`src/rtl/bwcd_pkg.sv`:
```
`default_nettype none

package bwcd_pkg;

  localparam int LEVEL_W = 7;
  localparam int TIME_W  = 32;
  localparam int CODE_W  = 6;

  localparam int CFG_IDX_W = 1;

  localparam logic [CFG_IDX_W-1:0] CFG_LOW_THRESHOLD  = 1'd0;
  localparam logic [CFG_IDX_W-1:0] CFG_HIGH_THRESHOLD = 1'd1;

  localparam logic [LEVEL_W-1:0] LOW_THRESHOLD_RESET  = 7'd25;
  localparam logic [LEVEL_W-1:0] HIGH_THRESHOLD_RESET = 7'd65;

  localparam int PHASE_W = 3;

  localparam logic [PHASE_W-1:0] PH_IDLE     = 3'd0;
  localparam logic [PHASE_W-1:0] PH_MARKER   = 3'd1;
  localparam logic [PHASE_W-1:0] PH_BAR      = 3'd2;
  localparam logic [PHASE_W-1:0] PH_GAP      = 3'd3;
  localparam logic [PHASE_W-1:0] PH_COMPLETE = 3'd4;

  typedef struct packed {
    logic [LEVEL_W-1:0] low;
    logic [LEVEL_W-1:0] high;
  } thr_t;

endpackage

`default_nettype wire

```
`src/rtl/bar_width_code_decoder.sv`:
```
`default_nettype none

// Bar-width code decoder. Each item is one sensor sample with its millisecond
// timestamp; one item is taken per cycle unless in_stall is high. An accepted
// item lands in an input register and steps the phase machine as it leaves that
// register; the sample after the last bar emits the code to the output register.
// While a code waits under out_stall, the input register holds one more item
// and in_stall rises only after that. cfg_index 0 writes the low threshold, 1
// the high; the user must do so only while no item is in flight (not enforced).

module bar_width_code_decoder
  import bwcd_pkg::*;
#(
  parameter int BAR_COUNT     = 8,
  parameter int DURATION_BITS = 16
) (
  input  wire logic                 clk,
  input  wire logic                 rst_n,
  input  wire logic                 in_valid,
  output logic                      in_stall,
  input  wire logic [LEVEL_W-1:0]   in_sensor_level,
  input  wire logic [TIME_W-1:0]    in_now_ms,
  output logic                      out_valid,
  input  wire logic                 out_stall,
  output logic [CODE_W-1:0]         out_code_value,
  input  wire logic                 cfg_valid,
  output logic                      cfg_ready,
  input  wire logic [CFG_IDX_W-1:0] cfg_index,
  input  wire logic [LEVEL_W-1:0]   cfg_data
);

  logic               in_valid_r, in_valid_nxt;
  logic [LEVEL_W-1:0] in_level_r;
  logic [TIME_W-1:0]  in_now_r;
  logic               out_valid_r, out_valid_nxt;
  logic [CODE_W-1:0]  out_code_r;
  thr_t               thr_r;

  logic               advance;
  logic               load_in;
  logic               emit;
  logic [CODE_W-1:0]  code;

  assign advance   = in_valid_r && (!out_valid_r || !out_stall);
  assign in_stall  = in_valid_r && !advance;
  assign load_in   = in_valid && !in_stall;
  assign cfg_ready = 1'b1;

  assign in_valid_nxt  = load_in || (in_valid_r && !advance);
  assign out_valid_nxt = (out_valid_r && out_stall) || (advance && emit);

  bwcd_core #(
    .BAR_COUNT     (BAR_COUNT),
    .DURATION_BITS (DURATION_BITS)
  ) u_core (
    .clk   (clk),
    .rst_n (rst_n),
    .step  (advance),
    .level (in_level_r),
    .now   (in_now_r),
    .thr   (thr_r),
    .emit  (emit),
    .code  (code)
  );

  always_ff @(posedge clk) begin
    if (!rst_n) begin
      in_valid_r  <= 1'b0;
      out_valid_r <= 1'b0;
    end else begin
      in_valid_r  <= in_valid_nxt;
      out_valid_r <= out_valid_nxt;
    end
  end

  always_ff @(posedge clk) begin
    if (load_in) begin
      in_level_r <= in_sensor_level;
      in_now_r   <= in_now_ms;
    end
    if (advance && emit) begin
      out_code_r <= code;
    end
  end

  always_ff @(posedge clk) begin
    if (!rst_n) begin
      thr_r.low  <= LOW_THRESHOLD_RESET;
      thr_r.high <= HIGH_THRESHOLD_RESET;
    end else if (cfg_valid && cfg_ready) begin
      case (cfg_index)
        CFG_LOW_THRESHOLD:  thr_r.low  <= cfg_data;
        CFG_HIGH_THRESHOLD: thr_r.high <= cfg_data;
        default: ;
      endcase
    end
  end

  assign out_valid      = out_valid_r;
  assign out_code_value = out_code_r;

endmodule

`default_nettype wire

```
`src/rtl/bwcd_core.sv`:
```
`default_nettype none

module bwcd_core
  import bwcd_pkg::*;
#(
  parameter int BAR_COUNT     = 8,
  parameter int DURATION_BITS = 16
) (
  input  wire logic               clk,
  input  wire logic               rst_n,
  input  wire logic               step,
  input  wire logic [LEVEL_W-1:0] level,
  input  wire logic [TIME_W-1:0]  now,
  input  wire thr_t               thr,
  output logic                    emit,
  output logic [CODE_W-1:0]       code
);

  localparam int CNT_W = $clog2(BAR_COUNT + 1);
  localparam int IDX_W = $clog2(BAR_COUNT);
  localparam logic [TIME_W:0] DUR_MAX = (33'd1 << DURATION_BITS) - 33'd1;
  localparam logic [CNT_W-1:0] BAR_LAST = CNT_W'(BAR_COUNT);

  logic [PHASE_W-1:0]       phase_r, phase_nxt;
  logic [TIME_W-1:0]        seg_start_r, seg_start_nxt;
  logic [CNT_W-1:0]         bars_seen_r, bars_seen_nxt;
  logic [DURATION_BITS-1:0] short_r, short_nxt;
  logic [DURATION_BITS-1:0] long_r, long_nxt;
  logic [DURATION_BITS-1:0] dur_r [BAR_COUNT];

  logic                     dark, bright;
  logic [TIME_W-1:0]        diff;
  logic [DURATION_BITS-1:0] elapsed;
  logic [DURATION_BITS-1:0] mid;
  logic                     wr_en;
  logic [IDX_W-1:0]         wr_idx;

  assign dark   = level < thr.low;
  assign bright = level > thr.high;
  assign diff   = now - seg_start_r;
  assign wr_idx = bars_seen_r[IDX_W-1:0];

  always_comb begin
    if ({1'b0, diff} > DUR_MAX) begin
      elapsed = '1;
    end else begin
      elapsed = diff[DURATION_BITS-1:0];
    end
  end

  always_comb begin
    mid = short_r;
    if (long_r > short_r) begin
      mid = short_r + ((long_r - short_r) >> 1);
    end
  end

  always_comb begin
    code = '0;
    for (int k = 2; k < BAR_COUNT; k++) begin
      if (k - 2 < CODE_W) begin
        if (dur_r[k] > mid) begin
          code[k-2] = 1'b1;
        end
      end
    end
  end

  always_comb begin
    phase_nxt     = phase_r;
    seg_start_nxt = seg_start_r;
    bars_seen_nxt = bars_seen_r;
    short_nxt     = short_r;
    long_nxt      = long_r;
    wr_en         = 1'b0;
    emit          = 1'b0;
    case (phase_r)
      PH_MARKER: begin
        if (bright) begin
          short_nxt     = elapsed;
          long_nxt      = elapsed;
          seg_start_nxt = now;
          phase_nxt     = PH_BAR;
        end
      end
      PH_BAR: begin
        if (dark) begin
          if (elapsed < short_r) short_nxt = elapsed;
          if (elapsed > long_r) long_nxt = elapsed;
          wr_en         = bars_seen_r < BAR_LAST;
          bars_seen_nxt = bars_seen_r + 1'b1;
          phase_nxt     = (bars_seen_nxt >= BAR_LAST) ? PH_COMPLETE : PH_GAP;
        end
      end
      PH_GAP: begin
        if (bright) begin
          seg_start_nxt = now;
          phase_nxt     = PH_BAR;
        end
      end
      PH_COMPLETE: begin
        emit      = step;
        phase_nxt = PH_IDLE;
      end
      default: begin
        phase_nxt = PH_IDLE;
        if (dark) begin
          seg_start_nxt = now;
          bars_seen_nxt = '0;
          phase_nxt     = PH_MARKER;
        end
      end
    endcase
  end

  always_ff @(posedge clk) begin
    if (!rst_n) begin
      phase_r     <= PH_IDLE;
      seg_start_r <= '0;
      bars_seen_r <= '0;
      short_r     <= '0;
      long_r      <= '0;
    end else if (step) begin
      phase_r     <= phase_nxt;
      seg_start_r <= seg_start_nxt;
      bars_seen_r <= bars_seen_nxt;
      short_r     <= short_nxt;
      long_r      <= long_nxt;
    end
  end

  always_ff @(posedge clk) begin
    if (step && wr_en) begin
      dur_r[wr_idx] <= elapsed;
    end
  end

`ifndef SYNTHESIS
  a_bars_bound: assert property (@(posedge clk) disable iff (!rst_n)
    bars_seen_r <= BAR_LAST)
    else $error("bar count beyond bar total");

  a_complete_full: assert property (@(posedge clk) disable iff (!rst_n)
    phase_r == PH_COMPLETE |-> bars_seen_r == BAR_LAST)
    else $error("complete phase without all bars");

  a_complete_return: assert property (@(posedge clk) disable iff (!rst_n)
    step && phase_r == PH_COMPLETE |=> phase_r == PH_IDLE)
    else $error("no return to idle after emit");

  a_short_long: assert property (@(posedge clk) disable iff (!rst_n)
    (phase_r == PH_BAR || phase_r == PH_GAP || phase_r == PH_COMPLETE)
      |-> short_r <= long_r)
    else $error("shortest duration above longest");
`endif

endmodule

`default_nettype wire

```
`config.mk`:
```
export PLATFORM = sky130hd
export DESIGN_NAME = bar_width_code_decoder
export DESIGN_NICKNAME = d
export VERILOG_FILES = /design/src/rtl/bwcd_pkg.sv /design/src/rtl/bar_width_code_decoder.sv /design/src/rtl/bwcd_core.sv
export SDC_FILE = /design/constraint.sdc
export NUM_CORES = 1
export LEC_CHECK = 0
export BUFFER_PORTS_ARGS = -buffer_cell sky130_fd_sc_hd__buf_2
export CAP_MARGIN = 20
export CORE_MARGIN = 2
export CORE_UTILIZATION = 40
export DETAILED_ROUTE_END_ITERATION = 6
export HOLD_SLACK_MARGIN = 0.12
export SYNTH_ARGS = -nofsm -noshare
export SYNTH_HDL_FRONTEND = slang
export SYNTH_SLANG_ARGS = --single-unit
```
`constraint.sdc`:
```
create_clock -name clk -period 6.41 [get_ports clk]
set_input_delay 1.282 -clock clk [delete_from_list [all_inputs] [get_ports clk]]
set_output_delay 1.282 -clock clk [all_outputs]
set_load 0.01 [all_outputs]
```
-- Word-level counts from Yosys, hierarchy flattened
Memories as Yosys holds them, arrays and structs flattened.
Cells that the tools add are included.
- memories: 1
- output and inout port bits: 9
- input bits: 52
- bits in registers: 132
- word-level logic and storage cells: 99
- RAM bits: 128
- memory list (name ; words ; width ; rd ports ; clocked after Yosys merged registers in ; write ports ; line ; text):
    u_core.dur_r ; 8 ; 16 ; 6 ; 0 ; 1 ; bwcd_core.sv:29 ; logic [DURATION_BITS-1:0] dur_r [BAR_COUNT];
- multiplexer cells: 31
- $add $sub $neg: 4
- equal/unequal tests: 9
- reductions and logical operators: 25
- order comparisons: 14
- bitwise operators: 3
- operators with widths (operator ; number):
    > comparator 16 bit ; 8
    2-to-1 mux 16 bit ; 7
    2-to-1 mux 32 bit ; 2
    one-hot mux 16 bit (2 select lines) ; 2
    one-hot mux 32 bit (2 select lines) ; 1
    > comparator 32 x 16 -> 1 bit, second input constant ; 1
    subtractor 32 bit ; 1
    adder 16 x 15 -> 16 bit ; 1
    less-than comparator 16 bit ; 1
    subtractor 16 bit ; 1
    2-to-1 mux 1 bit ; 12
    inequality test 2 x 1 -> 1 bit, second input constant ; 5
    AND reduction 5 bit ; 2
    2-to-1 mux 3 bit ; 3
    one-hot mux 3 bit (3 select lines) ; 1
    2-to-1 mux 4 bit ; 2
    one-hot mux 4 bit (2 select lines) ; 1
    > comparator 7 bit ; 1
    less-than comparator 7 bit ; 1
    equality test 3 x 2 -> 1 bit, second input constant ; 2
    logical AND 1 bit ; 6
    AND reduction 3 bit ; 2
    adder 4 x 1 -> 4 bit, second input constant ; 1
    greater-or-equal comparator 4 bit, second input constant ; 1
    11 further kinds ; 21

-- Depth between registers and ports, before layout
- word-level depth: 8
- mapped depth: 30
- gate-level depth less buffers: 30

-- By module
From an unflattened synthesis, not the netlist that was laid out.
- cell total of the unflattened synthesis: 1495
- area, all modules: 15018.2 µm²
- by module, submodules not included (module ; times used ; area an instance (µm²) ; cells each ; sequential area each (µm²)):
    bwcd_core ; 1 ; 13012.5 ; 1378 ; 4304.1
    bar_width_code_decoder ; 1 ; 2005.7 ; 117 ; 1671.6

-- Worst setup path before layout
No wires, ideal clock.
- path kind: flip-flop to flip-flop
- start: register in_now_r[0]
- end: register u_core.short_r[14]
- library setup time: 0.072 ns
- arrival time: 5.467 ns
- period minus slack after synthesis: 5.538 ns
- path slack: 0.872 ns
- path buffers: 1
- required time: 6.338 ns
- stages on the path, launching flop included: 26
- path through: edfxtp_1 inv_1 ha_1 fa_1 nand2b_1 a21oi_1 o22ai_4 o21ai_0 xor2_1 nor4_2 nand3_1 or4b_4 nor4b_4 nand2b_1 ha_1 a21o_1 a21o_1 a21o_1 a21o_1 a21oi_1 o21ai_0 o21ai_0 o22ai_1 a21oi_4 buf_6 mux2i_1
- cells in the longest elaborated chain, start to end: 6
- elaborated cells between the ends (all ways): 10
- those cells by class: 1 x add/sub; 2 x order compare; 1 x eq/ne; 5 x mux; 1 x reduce/logical
- RTL lines (what ; line ; text):
    from (decl) ; bar_width_code_decoder.sv:34 ; logic [TIME_W-1:0] in_now_r;
    from (signal assigned) ; bar_width_code_decoder.sv:79 ; in_now_r <= in_now_ms;
    subtractor 32 bit * ; bwcd_core.sv:40 ; assign diff = now - seg_start_r;
    > comparator 32 x 16 -> 1 bit ; bwcd_core.sv:44 ; if ({1'b0, diff} > DUR_MAX) begin
    2-to-1 mux 16 bit * ; bwcd_core.sv:44 ;
    via u_core.elapsed[9] ; bwcd_core.sv:33 ; logic [DURATION_BITS-1:0] elapsed;
    less-than comparator 16 bit * ; bwcd_core.sv:88 ; if (elapsed < short_r) short_nxt = elapsed;
    inequality test 2 x 1 -> 1 bit (no line) * ; n/a ;
    AND reduction 5 bit (no line) * ; n/a ;
    to (signal assigned) ; bwcd_core.sv:127 ; short_r <= short_nxt;
    to (decl) ; bwcd_core.sv:27 ; logic [DURATION_BITS-1:0] short_r, short_nxt;
The timed path passes the listed nets; every way through them passes the cells marked *. The select of a mux whose other input is x is not followed.
A chain may end at the register's enable or synchronous reset.

-- Worst setup path in the final report
- start: register u_core.short_r[1]
- end: register out_code_r[4], in the netlist out_code_value[4] (data pin)
- cells in the longest elaborated chain, start to end: 5
- elaborated cells between the ends (all ways): 6
- those cells by class: 2 x add/sub; 2 x order compare; 2 x mux
- RTL lines (what ; line ; text):
    subtractor 16 bit ; bwcd_core.sv:54 ; mid = short_r + ((long_r - short_r) >> 1);
    adder 16 x 15 -> 16 bit ; bwcd_core.sv:54 ;
    2-to-1 mux 16 bit * ; bwcd_core.sv:53 ; if (long_r > short_r) begin
    > comparator 16 bit * ; bwcd_core.sv:62 ; if (dur_r[k] > mid) begin
    2-to-1 mux 1 bit * ; bwcd_core.sv:62 ;
    via code[4] ; bar_width_code_decoder.sv:42 ; logic [CODE_W-1:0] code;
    to (signal assigned) ; bar_width_code_decoder.sv:82 ; out_code_r <= code;
    to (decl) ; bar_width_code_decoder.sv:36 ; logic [CODE_W-1:0] out_code_r;
The timed path passes the listed nets; every way through them passes the cells marked *.

==> impl_results.md <==
- Run status: completed
- Most common cell after layout, fill and taps aside: ha_1
- Pin count of the biggest net entering global routing: 80
- DRC Markers: 0
- Flops & latches, synth: ~230
- Dpl ws: around 0.38 ns
- Mean Syn Cell Area: roughly 10 um^2
- Starting density of the core: 40.68%
- VDD IR max: about 210 uV
- CTS buffer count: 28
- Largest cells by area after synthesis: edfxtp_1 28%, ha_1 17%, dfxtp_1 12%
- Tcrit/Tclk final: between 90 and 100%
- Layout cells sized above 1: between 10% and 20%
- Initial antenna violation count: 0
- DP Cell Count: around 2.0k
- Power Dens Cells: ~230 nW/um^2
- Vias in the first global route: between 10k and 15k
- Slowest CP cell: or4b_2
- Worst-path clk slew: 0.06 ns
- Worst hold path class: reg2reg
- Final Non-Filler Cells: 2,051
- 1st-iter DRT viols: 507
- Post-synthesis sequential area ratio: 40.03%
- Die H: just under 200 um
- Cts hold-fix bufs: 0
- Clk Latency, worst-skew pair: about 0.56 ns
- WP data arrival: between 6 and 7 ns
- Top cell type's share of synthesized area: 28.36%
- WL final: 33.73 mm
- Worst EP required: between 6 and 7 ns
- Most frequent cells in the layout: 203 x ha_1, 167 x nand2_1, 141 x edfxtp_1, 105 x inv_1, 87 x dfxtp_1
- Core Box Area: 36,700 um^2
- Number of synthesized flops with an enable pin: 141
- Leakage: a little over 6 nW
- DR vias/cell: 5.423
- Final worst setup slack: around 0.42 ns
- Clock skew: 0.01575 ns
- DR pass1 iterations: 5
- Clock root cell: clkbuf_16
- Site Rows: 70
- Nets: roughly 1.8k
- CP max FO: 6
- Buf/Inv on CP: 1
- Max Cap Viol: 0
- Post-route ant nets: 0
- CTS tree: done
- Htree depth: 1
- Hpwl dp: 25.99 mm
- Total track usage: roughly 17%
- Synthesized instance count: about 1.5k
- Synth async-reset ratio: 0%
- Fillcell total: 3,508
- GP Congestion: between 0.8 and 0.9
- Sink Count: between 200 and 250
- Final Max Slew Viols: 0
- WL/cell: approximately 16 um
- CP Launch Type: flop
- Crit-path max cell delay: between 0.6 and 0.7 ns
- Gr ovfl total: 0
- Io pins: between 60 and 70
- Slew @ Worst Pin: 0.9696 ns
- CP top delay family: compound AO/OA/AOI/OAI gates
- Worst Setup Path Type: reg2reg
- Top FF cell, synth: edfxtp_1
- Die width: around 200 um
- N_diodes: 0
- CP cell instances: inv_1, ha_1, nor2b_1, o21ai_0, a21boi_0, o21ai_0, a21boi_0, o21a_1, or2_2, a21o_1, a21oi_1, xnor2_1, ha_1, and2_1, o21ai_0, a31oi_1, or4b_2, a31oi_1, a21oi_1, ha_1, and4_1, nand4_1, o22ai_1, a21oi_1
- Post-Syn Nets: ~1.8k
- Relative slew slack: a little over a third
- Final-report setup violation count: 0
- Clock period minus worst slack: between 5 and 6 ns
- Mapped cell area: ~15,000 um^2
- Post-synth top area cell: edfxtp_1
- Yosys warnings: 0
- Die Footprint: roughly 40,000 um^2
- Achievable frequency: roughly 0.17 GHz
- RSZ-0062 raised after global routing: no
- Final TNS setup: 0 ns
- Worst setup EP type: flop
- Final hold violations: 0
- Area growth, synth to finish: 11.88%
- Vias: 11.12k
- First-pass GRT wire length: 54.75 mm
- Unique masters post-synth: 89
- Clk buf depth: 3
- Buffers on Ports: 59
-- cells by family (layout without fill, tap and decap cells) --
family          Yosys count  after routing  synth area share [%]
simple gates            452            452                 15.60
compound gates          360            360                 16.87
flops                   228            228                 40.03
fa+ha+maj               206            206                 17.42
buf+inv                 152            242                 4.098
mux                      52             52                 3.503
xor+xnor                 42             42                 2.464
other cells               1              1               0.02512
-- tightest hold or removal path: cells and delay by family (launching register included) --
family / cells / cell delay [ns]
mux: 1 / 0.05
simple gates: 1 / 0.05
flops: 1 / 0.30
-- path summary, 6_finish.rpt --
| check | cells after the start | startpoint | end | slack, ns |
|---|---|---|---|---|
| setup / recovery | 24 | u_core.short_r[1]$_SDFFE_PN0P_ | out_code_value[4]$_DFFE_PP_ | 0.42 |
| hold reg to reg | 2 | u_core.seg_start_r[16]$_SDFFE_PN0P_ | u_core.seg_start_r[16]$_SDFFE_PN0P_ | 0.46 |
| hold / removal | 2 | u_core.seg_start_r[16]$_SDFFE_PN0P_ | u_core.seg_start_r[16]$_SDFFE_PN0P_ | 0.46 |
| setup reg to reg | 24 | u_core.short_r[1]$_SDFFE_PN0P_ | out_code_value[4]$_DFFE_PP_ | 0.42 |
-- per-layer routing --
layer	wire length, um	up-vias	GRT usage [%]	part of all wire [%]
met1	15920	5218	23.13	47
li1	-	5672	-	-
met5	0	-	0	0
met3	1195	45	2.168	3.5
met2	15940	188	30.39	47
met4	673	0	3.815	2.0
-- through the flow --
| step | total power [W] | util [%] | hold slack, ns | area, um^2 |
|---|---|---|---|---|
| after floorplan | 0.002214 | - | 0.4347 | 14930 |
| after global placement | 0.002395 | 43.08 | 0.4423 | 15810 |
| after detailed placement | 0.002408 | 43.08 | 0.4464 | 15810 |
| after CTS | 0.003881 | 45.38 | 0.4578 | 16650 |
| after global routing | 0.004041 | 45.52 | 0.4692 | 16700 |
| final | 0.003834 | 45.52 | 0.4552 | 16700 |
-- synthesized netlist by cell type (all sizes together) (3+ instances only) --
master   instances
xnor2           28
a21boi          20
edfxtp         141
a311oi           3
ha             203
a21oi           89
and4            10
or3              4
a211oi           6
o211ai          12
and3             8
nand2          168
a21o            33
nor2b           36
and2             8
dfxtp           87
o311a           17
o22ai           11
o31ai           23
nand4           42
nand3           32
nand2b          34
fa               3
or4b             3
nor2            58
nor3            14
buf             12
a31oi           12
clkbuf          35
o31a             3
nor4             3
o21a            49
nor3b            5
inv            105
mux2i           50
a211o            3
nand3b           9
or2              8
xor2            14
o21ai           53
a2111oi          4
-- cell type report --
| type | instances | area, um^2 | share of cell area (%) |
|---|---|---|---|
| Tap cell | 468 | 585.6 | 3.506 |
| Multi-Input combinational cell | 1113 | 8404 | 50.31 |
| Sequential cell | 228 | 5976 | 35.78 |
| Timing Repair Buffer | 85 | 496.7 | 2.974 |
| Inverter | 105 | 394.1 | 2.360 |
| Clock buffer | 37 | 765.7 | 4.584 |
| Clock inverter | 15 | 81.33 | 0.4869 |
-- report_power, final --
group,switching [W],internal [W]
registers,0.0000229,0.00159
logic,0.000459,0.000314
clock network,0.000613,0.000837
-- what timing repair did --
| action | 4_1_cts | 5_1_grt |
|---|---|---|
| buffers inserted | 0 | 4 |
| endpoints found under the setup margin | 0 | 29 |
| gates resized for setup | 0 | 5 |
-- sequential cells by signal, summed over array words and instances (netlist names) --
register,count
in_valid_r,1
u_core.phase_r,3
thr_r,14
in_level_r,7
u_core.short_r,16
out_code_value,6
in_now_r,32
u_core.bars_seen_r,4
u_core.long_r,16
u_core.seg_start_r,32
u_core.dur_r,96
out_valid,1
No activity file was read; power rests on OpenSTA's default activity.
